`src/bpsr_pkg.sv`:
```
// bpsr_pkg: types and constants shared by the box screen rectangle block
// no dependencies; compile first
package bpsr_pkg;

	localparam int CornerW = 21;
	localparam int DiffW   = 22;
	localparam int ProdW   = 38;
	localparam int DotW    = 40;
	localparam int DenW    = 56;
	localparam int MhW     = 54;
	localparam int QW      = 22;
	localparam int PixW    = 20;
	localparam int SumW    = 23;
	localparam int NumShift = 9;

	localparam logic [2:0] REG_EYE_X   = 3'd0;
	localparam logic [2:0] REG_EYE_Y   = 3'd1;
	localparam logic [2:0] REG_EYE_Z   = 3'd2;
	localparam logic [2:0] REG_FORWARD = 3'd3;
	localparam logic [2:0] REG_RIGHT   = 3'd4;
	localparam logic [2:0] REG_UP      = 3'd5;
	localparam logic [2:0] REG_SCREEN  = 3'd6;
	localparam logic [2:0] REG_TAN     = 3'd7;

	localparam logic [25:0] SCREEN_RESET = 26'd47187200;
	localparam logic [QW-1:0] OFF_CAP = 22'd1048576;
	localparam logic signed [DotW-1:0] NEAR_Q14 = 40'sd16384;
	localparam logic signed [SumW-1:0] PIX_LIMIT = 23'sd524287;

	typedef struct packed {
		logic signed [19:0] center_x;
		logic signed [19:0] center_y;
		logic signed [19:0] center_z;
		logic [15:0]        half_width;
		logic [15:0]        half_height;
		logic [15:0]        half_depth;
	} box_t;

	typedef struct packed {
		logic               ok;
		logic signed [19:0] min_x;
		logic signed [19:0] min_y;
		logic signed [19:0] max_x;
		logic signed [19:0] max_y;
	} rect_t;

	typedef struct packed {
		logic signed [19:0] eye_x;
		logic signed [19:0] eye_y;
		logic signed [19:0] eye_z;
		logic [47:0]        fwd;
		logic [47:0]        rgt;
		logic [47:0]        up;
		logic [12:0]        w_half;
		logic [13:0]        h;
		logic [15:0]        t;
		logic               cam_on;
	} cam_t;

	typedef struct packed {
		logic signed [CornerW-1:0] x0;
		logic signed [CornerW-1:0] x1;
		logic signed [CornerW-1:0] y0;
		logic signed [CornerW-1:0] y1;
		logic signed [CornerW-1:0] z0;
		logic signed [CornerW-1:0] z1;
	} corners_t;

	typedef struct packed {
		logic v;
		logic first;
		logic last;
		logic vc;
		logic negx;
		logic negy;
		logic ovfx;
		logic ovfy;
	} side_t;

	function automatic logic signed [15:0] axis_comp(input logic [47:0] axis,
		input logic [1:0] k);
		logic signed [15:0] c;
		case (k)
			2'd0: c = axis[15:0];
			2'd1: c = axis[31:16];
			2'd2: c = axis[47:32];
			default: c = '0;
		endcase
		return c;
	endfunction

endpackage

```
`src/bpsr_cfg.sv`:
```
// bpsr_cfg: apb register file holding the camera, decoded for the datapath
// depends on bpsr_pkg
module bpsr_cfg (
	input  logic              clk,
	input  logic              arst_n,
	input  logic              psel,
	input  logic              penable,
	input  logic              pwrite,
	input  logic [5:0]        paddr,
	input  logic [63:0]       pwdata,
	output logic [63:0]       prdata,
	output logic              pready,
	output bpsr_pkg::cam_t    cam
);
	import bpsr_pkg::*;

	logic [19:0] eye_x_q, eye_y_q, eye_z_q;
	logic [47:0] fwd_q, rgt_q, up_q;
	logic [25:0] screen_q;
	logic [15:0] tan_q;
	logic        wr;
	logic [2:0]  idx;

	assign pready = 1'b1;
	assign wr = psel && penable && pwrite;
	assign idx = paddr[5:3];

	always_ff @(posedge clk or negedge arst_n) begin
		if (!arst_n) begin
			eye_x_q  <= '0;
			eye_y_q  <= '0;
			eye_z_q  <= '0;
			fwd_q    <= '0;
			rgt_q    <= '0;
			up_q     <= '0;
			screen_q <= SCREEN_RESET;
			tan_q    <= '0;
		end else if (wr) begin
			case (idx)
				REG_EYE_X:   eye_x_q  <= pwdata[19:0];
				REG_EYE_Y:   eye_y_q  <= pwdata[19:0];
				REG_EYE_Z:   eye_z_q  <= pwdata[19:0];
				REG_FORWARD: fwd_q    <= pwdata[47:0];
				REG_RIGHT:   rgt_q    <= pwdata[47:0];
				REG_UP:      up_q     <= pwdata[47:0];
				REG_SCREEN:  screen_q <= pwdata[25:0];
				REG_TAN:     tan_q    <= pwdata[15:0];
				default: ;
			endcase
		end
	end

	always_comb begin
		case (idx)
			REG_EYE_X:   prdata = {44'd0, eye_x_q};
			REG_EYE_Y:   prdata = {44'd0, eye_y_q};
			REG_EYE_Z:   prdata = {44'd0, eye_z_q};
			REG_FORWARD: prdata = {16'd0, fwd_q};
			REG_RIGHT:   prdata = {16'd0, rgt_q};
			REG_UP:      prdata = {16'd0, up_q};
			REG_SCREEN:  prdata = {38'd0, screen_q};
			REG_TAN:     prdata = {48'd0, tan_q};
			default:     prdata = '0;
		endcase
	end

	always_comb begin
		cam.eye_x  = eye_x_q;
		cam.eye_y  = eye_y_q;
		cam.eye_z  = eye_z_q;
		cam.fwd    = fwd_q;
		cam.rgt    = rgt_q;
		cam.up     = up_q;
		// zero field means 8192
		cam.w_half = (screen_q[12:0] == 13'd0) ? 13'd4096 : {1'b0, screen_q[12:1]};
		cam.h      = (screen_q[25:13] == 13'd0) ? 14'd8192 : {1'b0, screen_q[25:13]};
		cam.t      = tan_q;
		cam.cam_on = |tan_q[15:1];
	end

endmodule

```
`config.mk`:
```
export PLATFORM = sky130hd
export DESIGN_NAME = bpsr_cfg
export DESIGN_NICKNAME = d
export VERILOG_FILES = /design/src/bpsr_pkg.sv /design/src/bpsr_cfg.sv
export SDC_FILE = /design/constraint.sdc
export NUM_CORES = 1
export LEC_CHECK = 0
export ABC_AREA = 1
export BUFFER_PORTS_ARGS = -buffer_cell sky130_fd_sc_hd__buf_2
export CAP_MARGIN = 20
export CELL_PAD_IN_SITES_DETAIL_PLACEMENT = 0
export CELL_PAD_IN_SITES_GLOBAL_PLACEMENT = 1
export CORE_ASPECT_RATIO = 2
export CORE_UTILIZATION = 39
export CTS_BUF_LIST = sky130_fd_sc_hd__clkbuf_8 sky130_fd_sc_hd__clkbuf_16
export CTS_CLUSTER_SIZE = 28
export DETAILED_ROUTE_END_ITERATION = 7
export GPL_TIMING_DRIVEN = 0
export MAX_ROUTING_LAYER = met4
export PLACE_DENSITY_LB_ADDON = 0.1
export SYNTH_ARGS = -nofsm -noshare
export SYNTH_HDL_FRONTEND = slang
export SYNTH_SLANG_ARGS = --single-unit
```
`constraint.sdc`:
```
create_clock -name clk -period 3.1 [get_ports clk]
set_input_delay 0.62 -clock clk [delete_from_list [all_inputs] [get_ports clk]]
set_output_delay 0.62 -clock clk [all_outputs]
set_load 0.05 [all_outputs]
```
# [After elaboration in Yosys (flattened, before gate mapping)]
# Cells that the tools add are included.
[word_totals] regBits=246 output_inout_bits=313
[op_classes] eq_ne=7 muxes=3 n_reduce_logical=14
[ops] operator="$pmux W64 S8" count=1
[ops] operator="$logic_not A13 Y1" count=2
[ops] operator="$reduce_and A2 Y1" count=8
[ops] operator="$reduce_or A15 Y1" count=1
[ops] operator="$mux W14" count=1
[ops] operator="$mux W13" count=1
[ops] operator="$eq A3 B3 Y1 const B" count=4
[ops] operator="$eq A3 B2 Y1 const B" count=2
[ops] operator="$eq A3 B1 Y1 const B" count=1
[ops] operator="$logic_not A3 Y1" count=1
[ops] operator="$logic_and A1 B1 Y1" count=2

# [Depth between registers and ports, before layout]
# Gate-level depths: netlist of run 1.
[logic_depth] word_depth=3 mapped_depth=8 ltp_nobuf=5

# [Worst setup path after synthesis of run 1]
# OpenSTA, ideal clock, no wires.
[synth_path] path_type="input port to output port" from="in paddr[4]" to="out prdata[26]" t_arrival_ps=2152 required_time_ps=2480 slack_ps=328 stages=6 n_path_buf=3 cell_sequence="buf_2 inv_2 nand3_1 clkbuf_1 clkbuf_1 o211ai_1"
[synth_via] elab_chain_cells=2
[synth_lines] element="from (decl)" line="bpsr_cfg.sv:9" text="input logic [5:0] paddr,"
[synth_lines] element="$eq A3 B3 Y1, or another cell as far along" line="bpsr_cfg.sv:54" text="case (idx)"
[synth_lines] element="$pmux W64 S8 (*)" line="bpsr_cfg.sv:54"
[synth_lines] element="to (decl)" line="bpsr_cfg.sv:11" text="output logic [63:0] prdata,"
# Mark *: on every way between the ends. The rest lies on a longest branch, timed or not. The select of a mux whose other input is x is not followed.

# [Worst setup path in the final report of run 1]
[layout_path] from="in paddr[4]" to="out prdata[1]"
# Same word-level chain as after synthesis.

==> results of run 1 <==
[layout by cell type, fill, tap and decap left out, types with 26 or more instances in the layout]
master,count
nand2_1,404
clkbuf_1,68
inv_1,142
clkbuf_2,26
nand4_1,109
dfrtp_1,240
nor2_1,93
buf_2,370
nand3_1,74
o21ai_0,194
[metal layers]
metal	routed length, um	vias to the layer above
met5	0	-
met1	17600	5765
met2	27800	516
li1	-	5527
met4	3270	0
met3	3040	152
[report_power, final]
| part | switching (uW) | internal (uW) |
|---|---|---|
| Clock | 1360 | 1850 |
| Sequential | 655 | 3910 |
| Combinational | 4000 | 989 |
[kinds of logic (layout without fill, tap and decap cells)]
kind of cell,after synthesis,after routing,share of synthesized area
buffers and inverters,288,686,0.102
other,2,18,0.000646
flip-flops,246,246,0.531
AND/OR/NAND/NOR,694,694,0.259
AO/OA/AOI/OAI,240,240,0.108
[timing repair]
action,in CTS,in global routing
endpoints found under the setup margin,41,22
endpoints found under the hold margin,0,0
resized for setup,25,11
hold buffers,0,0
buffers inserted,0,1
pin swaps,0,1
[flip-flops by register name (all words and copies together) (netlist names)]
| name | flops |
|---|---|
| eye_x_q | 20 |
| rgt_q | 48 |
| eye_y_q | 20 |
| fwd_q | 48 |
| eye_z_q | 20 |
| up_q | 48 |
| tan_q | 16 |
| screen_q | 26 |
[worst paths after layout]
check,start,endpoint,slack (ns),depth (start not counted)
min in group clk,pwdata[33],rgt_q[33],0.31,3
setup reg to reg,screen_q[20],screen_q[20],2.25,2
hold / removal,arst_n,eye_z_q[7],0.03,1
setup / recovery,paddr[4],prdata[1],0.02,10
max in group asynchronous,arst_n,screen_q[25],1.76,3
hold reg to reg,fwd_q[39],fwd_q[39],0.50,2
[per-stage QoR]
step                setup TNS [ns]  utilization  area [sq um]  hold slack (ns)  cells
floorplan                        0            -         11700            0.324   1485
global placement           -801.68        0.472         13900            0.478   2200
detailed placement           -7.63        0.475         14000            0.482   2202
CTS                              0        0.505         14800           0.0557   2246
global route                     0        0.505         14900           0.0651   2248
finish                           0        0.505         14900           0.0310   2248
[cell type report]
class                   count  share of cell area
diodes                      1            0.000168
plain buffers             144              0.0463
clock buffers              34              0.0504
clock inverters            10             0.00665
inverters                 144              0.0364
multi-input cells         951               0.291
flip-flops and latches    246               0.415
well taps                 364              0.0307
repair buffers            354               0.123
==> out/results.tsv, run 1 <==
stage	metric	value	unit
pwr	Tot Pwr	12800	uW
cts	clock root cell	clkbuf_16	
place	Final Wtd Congestion	0.954	
pwr	Pleak	0.00787	uW
layout	nets	1940	
grt	global-route wire length before repair	74500	um
drt	TritonRoute pass-1 iters	7	
setup_path	startpoint types	input port	
job	Max Cap Viol	0	
setup_path	CP Cell Sequence	buf_2 > buf_2 > inv_2 > buf_2 > clkbuf_2 > nand4_1 > nand2_1 > nor2_1 > nand3_1 > buf_2	
yosys	register area share after synthesis	0.531	
place	Port Buffer Count	351	
setup_path	Worst EP required	2.48	ns
drt	DR DRC count	0	
grt	total grt overflow	0	
hold_path	worst min path class	in -> async	
place	Place WS	-0.287	ns
timing	worst clock skew	0	ns
setup_path	Worst path max stage delay	0.40	ns
cts	CTS tree	built	
grt	GRT met1 Usage	0.351	
layout	Fillers	3112	
timing	Fin. Hold Viols	0	
timing	Worst slew margin	0.411	
grt	M2 GR Usage	0.623	
yosys	count leader, synth	nand2_1	
setup_path	slowest stage cell, crit path	clkbuf_2	
floorplan	CORE AREA	29400	sq um
setup_path	Most common cell on crit path	buf_2	
yosys	Post-Synthesis Cells	1470	
yosys	#FFs+latches synth	246	
layout	multi-input combinational cell area	4330	sq um
yosys	Post-synth EDFFs	0	
setup_path	Worst Path Arrival	2.46	ns
yosys	ys async rst share	1.00	
grt	vias in the first global route	11900	
grt	initial antenna violation count	1	
timing	RSZ-0062 raised after global routing	false	
setup_path	Worst Setup End Kind	primary output	
setup_path	Crit path max-delay family	buffers and inverters	
cts	CTS H-tree lvls	1	
pwr	pwr/cell area	859	nW/um^2
yosys	Yosys warnings	0	
cts	clk slew on worst S/H paths	0.06	ns
yosys	synthesized area	11600	sq um
timing	fmax	0.325	GHz
setup_path	Crit Path Class	in -> out	
cts	CTS sink count	246	
setup_path	critical path fanouts, max	10	
grt	GR peak layer	met2	
cts	latest clock arrival within the worst-skew pair	0.54	ns
timing	Tightest Pin Transition	0.884	ns
place	detailed placer's ending HPWL	39700	um
grt	met3 Track Usage GR	0.0563	
floorplan	number of core rows	89	
drt	post-route ant nets	0	
grt	largest net degree at the start of global routing	103	
floorplan	die area	30500	sq um
floorplan	overall die height	246	um
yosys	share of the synthesized area in the top cell type	0.517	
cts	worst-case clock buffer depth	3	
drt	final wirelength	51700	um
layout	share of cells above drive strength 1	0.255	
drt	via count	12000	
yosys	Mean Syn Cell Area	7.90	sq um
drt	Via density	5.32	
run_status	status	finished clean	
cts	CTS Buf Count	24	
layout	Area growth, synth to finish	27.9	%
yosys	Synth area leaders	dfrtp_1 (52%), nand2_1 (13%), o21ai_0 (8.4%)	
yosys	Cell variety after synth	23	
setup_path	CP bufs+invs	6	
layout	total area of sequential cells	6160	sq um
grt	total track usage	0.349	
timing	final worst path period share	0.992	
yosys	Yosys top cell by area	dfrtp_1	
timing	max-slew violation count	0	
yosys	Commonest cells post-synth	nand2_1 (404), dfrtp_1 (240), o21ai_0 (194)	
timing	setup violators final	0	
yosys	ys flop type	dfrtp_1	
timing	final worst-path setup slack	0.0245	ns
drt	WL/cell	23.0	um
timing	fin crit period	3.08	ns
floorplan	Starting Density	0.395	
drt	DR iter-0 viols	948	
floorplan	Die W	124	um
floorplan	io pins	388	
pwr	Worst VDD drop	0.615	mV
Note: power is estimated with default switching activity, not from simulation.
==> run 2, diff against run 1 <==
- CELL_PAD_IN_SITES_DETAIL_PLACEMENT: 0 -> 1
==> out/results.tsv, run 2 (synthesis results as in run 1) <==
stage	metric	value	unit	change
grt	initial antenna violation count	3		+2
place	Placed Instances	2202		unchanged
drt	final wirelength	53900	um	+4.3%
floorplan	number of core rows	89		unchanged
layout	Util after Layout	0.504		-0.00174
floorplan	Starting Density	0.395		unchanged
cts	CTS Buf Count	25		+4.2%
setup_path	critical path fanouts, max	10		unchanged
timing	final worst path period share	0.984		-0.00799
floorplan	overall die height	246	um	unchanged
drt	DR DRC count	0		unchanged
place	detailed placer's ending HPWL	41500	um	+4.6%
floorplan	CORE AREA	29400	sq um	unchanged
timing	Fin. Hold Viols	0		unchanged
floorplan	die area	30500	sq um	unchanged
layout	share of cells above drive strength 1	0.248		-0.00730
timing	RSZ-0062 raised after global routing	false		
job	Max Cap Viol	0		unchanged
timing	setup violators final	0		unchanged
timing	WHS	0.0394	ns	+0.00840 ns
grt	total track usage	0.369		+0.0195
hold_path	worst min path class	in -> async		
cts	clock root cell	clkbuf_16		
timing	Post-Route Setup TNS	0	ns	unchanged
cts	CTS tree	built		
drt	TritonRoute pass-1 iters	5		-2
place	Final Wtd Congestion	0.954		unchanged
layout	Area growth, synth to finish	27.4	%	
drt	Via density	5.43		+2.1%
layout	commonest non-fill, non-tap cell in the layout	nand2_1		
setup_path	startpoint types	input port		
drt	via count	12200		+2.1%
timing	Worst slew margin	0.358		-0.0527
timing	fmax	0.328	GHz	+0.81%
run_status	status	finished clean		
cts	latest clock arrival within the worst-skew pair	0.53	ns	about the same
grt	total grt overflow	0		unchanged
timing	max-slew violation count	0		unchanged
cts	worst-case clock buffer depth	3		unchanged
pwr	Pleak	0.00786	uW	-0.11%
grt	global-route wire length before repair	79500	um	+6.6%
setup_path	Worst Path Arrival	2.43	ns	-0.03 ns
layout	top flop regs	fwd_q: 48 flops, rgt_q: 48 flops, up_q: 48 flops		
layout	design area	14800	sq um	-0.35%
grt	vias in the first global route	13100		+10%
floorplan	Die W	124	um	unchanged
place	Port Buffer Count	351		unchanged
layout	final std cells w/o fill	2249		+0.044%
drt	post-route ant nets	0		unchanged
cts	Post-CTS Repair Setup Buffers	0		unchanged
cts	CTS sink count	246		unchanged
layout	nets	1940		unchanged
floorplan	io pins	388		unchanged
setup_path	Crit Path Class	in -> out		
pwr	Worst VDD drop	0.529	mV	-14%
place	Placed Area	14000	sq um	unchanged
layout	most frequent cells in the layout	nand2_1 (404), buf_2 (369), dfrtp_1 (240)		
timing	fin crit period	3.05	ns	-0.0248 ns
timing	Tightest Pin Transition	0.963	ns	+0.0790 ns
drt	WL/cell	24.0	um	+4.3%
setup_path	Worst Setup End Kind	primary output		
grt	largest net degree at the start of global routing	103		unchanged
cts	clk slew on worst S/H paths	0.06	ns	about the same
pwr	pwr/cell area	857	nW/um^2	-0.29%
cts	Hold Buf Count CTS	0		unchanged
cts	CTS H-tree lvls	1		unchanged
timing	worst clock skew	0	ns	unchanged
setup_path	Worst EP required	2.48	ns	about the same
drt	DR iter-0 viols	697		-26%
## run 2: routing by layer
metal | global-route usage | vias up | share of wire
li1 | - | 5518 | -
met1 | 0.356 | 5979 | 0.33
met2 | 0.647 | 493 | 0.53
met3 | 0.0637 | 222 | 0.054
met4 | 0.262 | 0 | 0.082
met5 | - | - | 0
## run 2: where the power goes
| part | total, uW | internal, uW | switching [uW] |
|---|---|---|---|
| logic | 5040 | 988 | 4050 |
| clock network | 3060 | 1740 | 1320 |
| registers | 4580 | 3910 | 672 |
## run 2: layout make-up
cell class | count | area [sq um]
Clock buffer | 30 | 694
Sequential cell | 246 | 6160
Fill cell | 3768 | 14600
Timing Repair Buffer | 353 | 1820
Tap cell | 364 | 455
Multi-Input combinational cell | 951 | 4330
Inverter | 144 | 541
Antenna cell | 3 | 7.51
Buffer | 144 | 688
Clock inverter | 14 | 105
## run 2: final timing paths
kind / startpoint / end / cells past startpoint / slack, ns
setup / recovery: paddr[5] / prdata[16] / 9 / 0.05
hold / removal: arst_n / eye_z_q[7] / 1 / 0.04
setup reg to reg: screen_q[23] / screen_q[23] / 2 / 2.20
hold reg to reg: fwd_q[35] / fwd_q[35] / 2 / 0.50
max in group asynchronous: arst_n / screen_q[25] / 3 / 1.72
min in group clk: pwdata[40] / rgt_q[40] / 3 / 0.34
## run 2: what timing repair did
| item | in CTS | in global routing |
|---|---|---|
| endpoints found under the setup margin | 41 | 21 |
| pin swaps | 0 | 0 |
| endpoints found under the hold margin | 0 | 0 |
| gates resized for setup | 25 | 9 |
## run 2: stage by stage
step                      power (uW)  worst slack, ns
after floorplan                 8110            0.328
after CTS                      12700           0.0230
after global placement          9540            -3.31
after detailed placement        9630           -0.308
final                          12700           0.0493
after global routing           13200          0.00501
## run 2: critical path, cell delays in order
cell	delay [ns]
buf_2	0.15
inv_2	0.15
clkbuf_2	0.31
clkbuf_2	0.43
nand4_1	0.17
nand2_1	0.12
nor2_1	0.06
nand3_1	0.13
buf_2	0.29
==> run 3, diff against run 2 <==
- ABC_AREA: 1 -> unset
- CORE_UTILIZATION: 39 -> 43
==> out/results.tsv, run 3 <==
stage	metric	value	unit	change
run_status	status	finished clean		
cts	clk slew on worst S/H paths	0.06	ns	about the same
place	Port Buffer Count	351		unchanged
layout	top flop regs	fwd_q: 48 flops, rgt_q: 48 flops, up_q: 48 flops		
cts	clock root cell	clkbuf_16		
place	Final Wtd Congestion	0.862		-9.6%
drt	final wirelength	40400	um	-25%
drt	DR iter-0 viols	336		-52%
grt	largest net degree at the start of global routing	116		+13%
drt	TritonRoute pass-1 iters	4		-1
drt	Via density	5.40		-0.58%
yosys	synthesized area	11300	sq um	-2.5%
place	detailed placer's ending HPWL	30500	um	-26%
timing	final worst path period share	0.981		-0.00314
setup_path	slowest stage cell, crit path	buf_2		
cts	CTS Buf Count	24		-4.0%
setup_path	Crit path max-delay family	buffers and inverters		
floorplan	Die W	117	um	-5.9%
grt	initial antenna violation count	4		+1
setup_path	FF-to-FF setup slack	2.23	ns	+0.03 ns
cts	CTS H-tree lvls	1		unchanged
layout	Fillers	2858		-24%
yosys	Synth area leaders	dfrtp_1 (53%), mux2_2 (18%), mux2_1 (6.2%)		
timing	RSZ-0062 raised after global routing	false		
grt	total track usage	0.309		-0.0593
setup_path	Worst path max stage delay	0.37	ns	-0.06 ns
hold_path	Min-Delay Endpoint	fwd_q[27]		
timing	setup violators final	0		unchanged
floorplan	overall die height	232	um	-5.9%
hold_path	worst min-delay path startpoint	pwdata[27]		
setup_path	reg2reg start	screen_q[14]		
layout	commonest non-fill, non-tap cell in the layout	buf_2		
setup_path	Worst Path Arrival	2.42	ns	about the same
hold_path	worst min path class	in -> reg		
pwr	Pleak	0.00743	uW	-5.4%
yosys	Mean Syn Cell Area	12.9	sq um	+63%
drt	post-route ant nets	0		unchanged
drt	via count	8837		-28%
setup_path	Reg2Reg Depth	1		-1
cts	latest clock arrival within the worst-skew pair	0.52	ns	about the same
pwr	clock power share	0.245		+0.004
setup_path	CP Cell Sequence	buf_2 > buf_4 > buf_4 > nor2_2 > buf_2 > a22oi_1 > a41oi_1 > buf_2		
timing	worst clock skew	0	ns	unchanged
pwr	sw frac	0.444		-0.0327
yosys	Post-Synthesis Cells	880		-40%
yosys	Yosys top cell by area	dfrtp_1		
pwr	pwr/cell area	834	nW/um^2	-2.7%
pwr	Reg power frac	0.366		+0.005
cts	worst-case clock buffer depth	3		unchanged
grt	global-route wire length before repair	59000	um	-26%
yosys	Commonest cells post-synth	dfrtp_1 (240), mux2_2 (183), mux2_1 (62)		
yosys	ys async rst share	1.00		unchanged
layout	nets	1351		-30%
setup_path	Crit Path Class	in -> out		
floorplan	number of core rows	83		-6.7%
yosys	Post-synth EDFFs	0		unchanged
setup_path	Most common cell on crit path	buf_2		
yosys	Yosys warnings	0		unchanged
layout	most frequent cells in the layout	buf_2 (374), dfrtp_1 (240), mux2_2 (183)		
layout	share of cells above drive strength 1	0.509		+0.261
timing	fin crit period	3.04	ns	-0.00974 ns
cts	CTS tree	built		
hold_path	Hold Path Stages	2		
yosys	share of the synthesized area in the top cell type	0.530		+0.0133
cts	CTS sink count	246		unchanged
floorplan	die area	27000	sq um	-11%
timing	fmax	0.329	GHz	+0.32%
job	Max Cap Viol	0		unchanged
floorplan	CORE AREA	25800	sq um	-12%
timing	max-slew violation count	0		unchanged
pwr	Sw Pwr	5360	uW	-11%
setup_path	Worst EP required	2.48	ns	about the same
setup_path	CP bufs+invs	5		unchanged
drt	WL/cell	24.7	um	+3.0%
timing	Fin. Hold Viols	0		unchanged
grt	total grt overflow	0		unchanged
pwr	internal power	6730	uW	+1.3%
yosys	register area share after synthesis	0.544		+0.0137
grt	vias in the first global route	9544		-27%
timing	WHS	0.330	ns	+0.291 ns
timing	Tightest Pin Transition	0.818	ns	-0.145 ns
floorplan	Starting Density	0.440		+0.0446
yosys	#FFs+latches synth	246		unchanged
pwr	Logic pwr share	0.389		-0.008
setup_path	Worst Setup End Kind	primary output		
floorplan	io pins	388		unchanged
layout	Area growth, synth to finish	28.0	%	
setup_path	startpoint types	input port		
drt	DR DRC count	0		unchanged
timing	Post-Route Setup TNS	0	ns	unchanged
yosys	count leader, synth	dfrtp_1		
yosys	ys flop type	dfrtp_1		
setup_path	FF-to-FF End	screen_q[14]		
setup_path	critical path fanouts, max	10		unchanged
yosys	Cell variety after synth	41		+78%
timing	Worst slew margin	0.454		+0.0964
pwr	Worst VDD drop	0.551	mV	+4.1%
## run 3: cell types whose count changed after synthesis, sizes merged, moves of 21 or more
| cell | delta |
|---|---|
| nand2 | -354 |
| o211ai | -21 |
| nand3 | -73 |
| nor2 | -65 |
| mux2i | +54 |
| o21ai | -153 |
| nand4 | -106 |
| inv | -141 |
| mux2 | +245 |
| clkbuf | -54 |
## run 3: power groups by stage
stage	Clock, uW	Combinational (uW)	Sequential [uW]
after CTS	3020	4730	4420
after detailed placement	0	4710	4480
final	2960	4700	4420
after global routing	3120	4900	4500
after global placement	0	4650	4440
after floorplan	0	1500	6320
## run 3: what timing repair did
item	CTS	global route
hold endpoints to repair	27	0
setup endpoints to repair	17	20
resized for setup	12	10
pin swaps	0	1
setup buffers	0	1
hold buffers	1	0
## run 3: cells by family (layout without fill, tap and decap cells)
logic type      Yosys count  after routing  synth area share
mux                     299            299             0.291
flops                   246            246             0.544
compound gates          127            127            0.0738
simple gates            107            107            0.0431
buf+inv                  99            497            0.0470
other cells               2             21          0.000663
## run 3: worst max path at each step
stage | from | end | cells after the start
floorplan | paddr[3] | prdata[26] | 5
global placement | arst_n | eye_x_q[0] | 1
detailed placement | paddr[5] | prdata[5] | 7
CTS | paddr[4] | prdata[5] | 8
global route | paddr[4] | prdata[6] | 8
finish | paddr[4] | prdata[6] | 8
## run 3: layout make-up
class,count,area [sq um],share of cell area
Clock buffer,32,722,0.0498
Antenna cell,4,10.0,0.000690
Inverter,3,11.3,0.000777
Buffer,96,538,0.0371
Timing Repair Buffer,355,1840,0.127
Sequential cell,246,6160,0.425
Multi-Input combinational cell,550,4710,0.325
Clock inverter,11,76.3,0.00526
Tap cell,340,425,0.0293
## run 3: through the flow
stage / std cells / instance area [sq um] / setup WS, ns / util / power, uW
after global placement: 1586 / 13600 / -3.05 / 0.527 / 9090
after CTS: 1632 / 14500 / 0.0250 / 0.562 / 12200
after floorplan: 895 / 11400 / 0.0677 / - / 7820
after detailed placement: 1588 / 13600 / -0.400 / 0.529 / 9190
after global routing: 1637 / 14500 / 0.0127 / 0.563 / 12500
final: 1637 / 14500 / 0.0590 / 0.563 / 12100
## run 3: metal layers
layer / vias to the layer above / share of wire / routed length (um) / track usage
li1: 3921 / - / - / -
met5: - / 0 / 0 / -
met2: 324 / 0.55 / 22400 / 0.570
met4: 0 / 0.048 / 1920 / 0.138
met3: 90 / 0.060 / 2420 / 0.0573
met1: 4502 / 0.34 / 13700 / 0.307
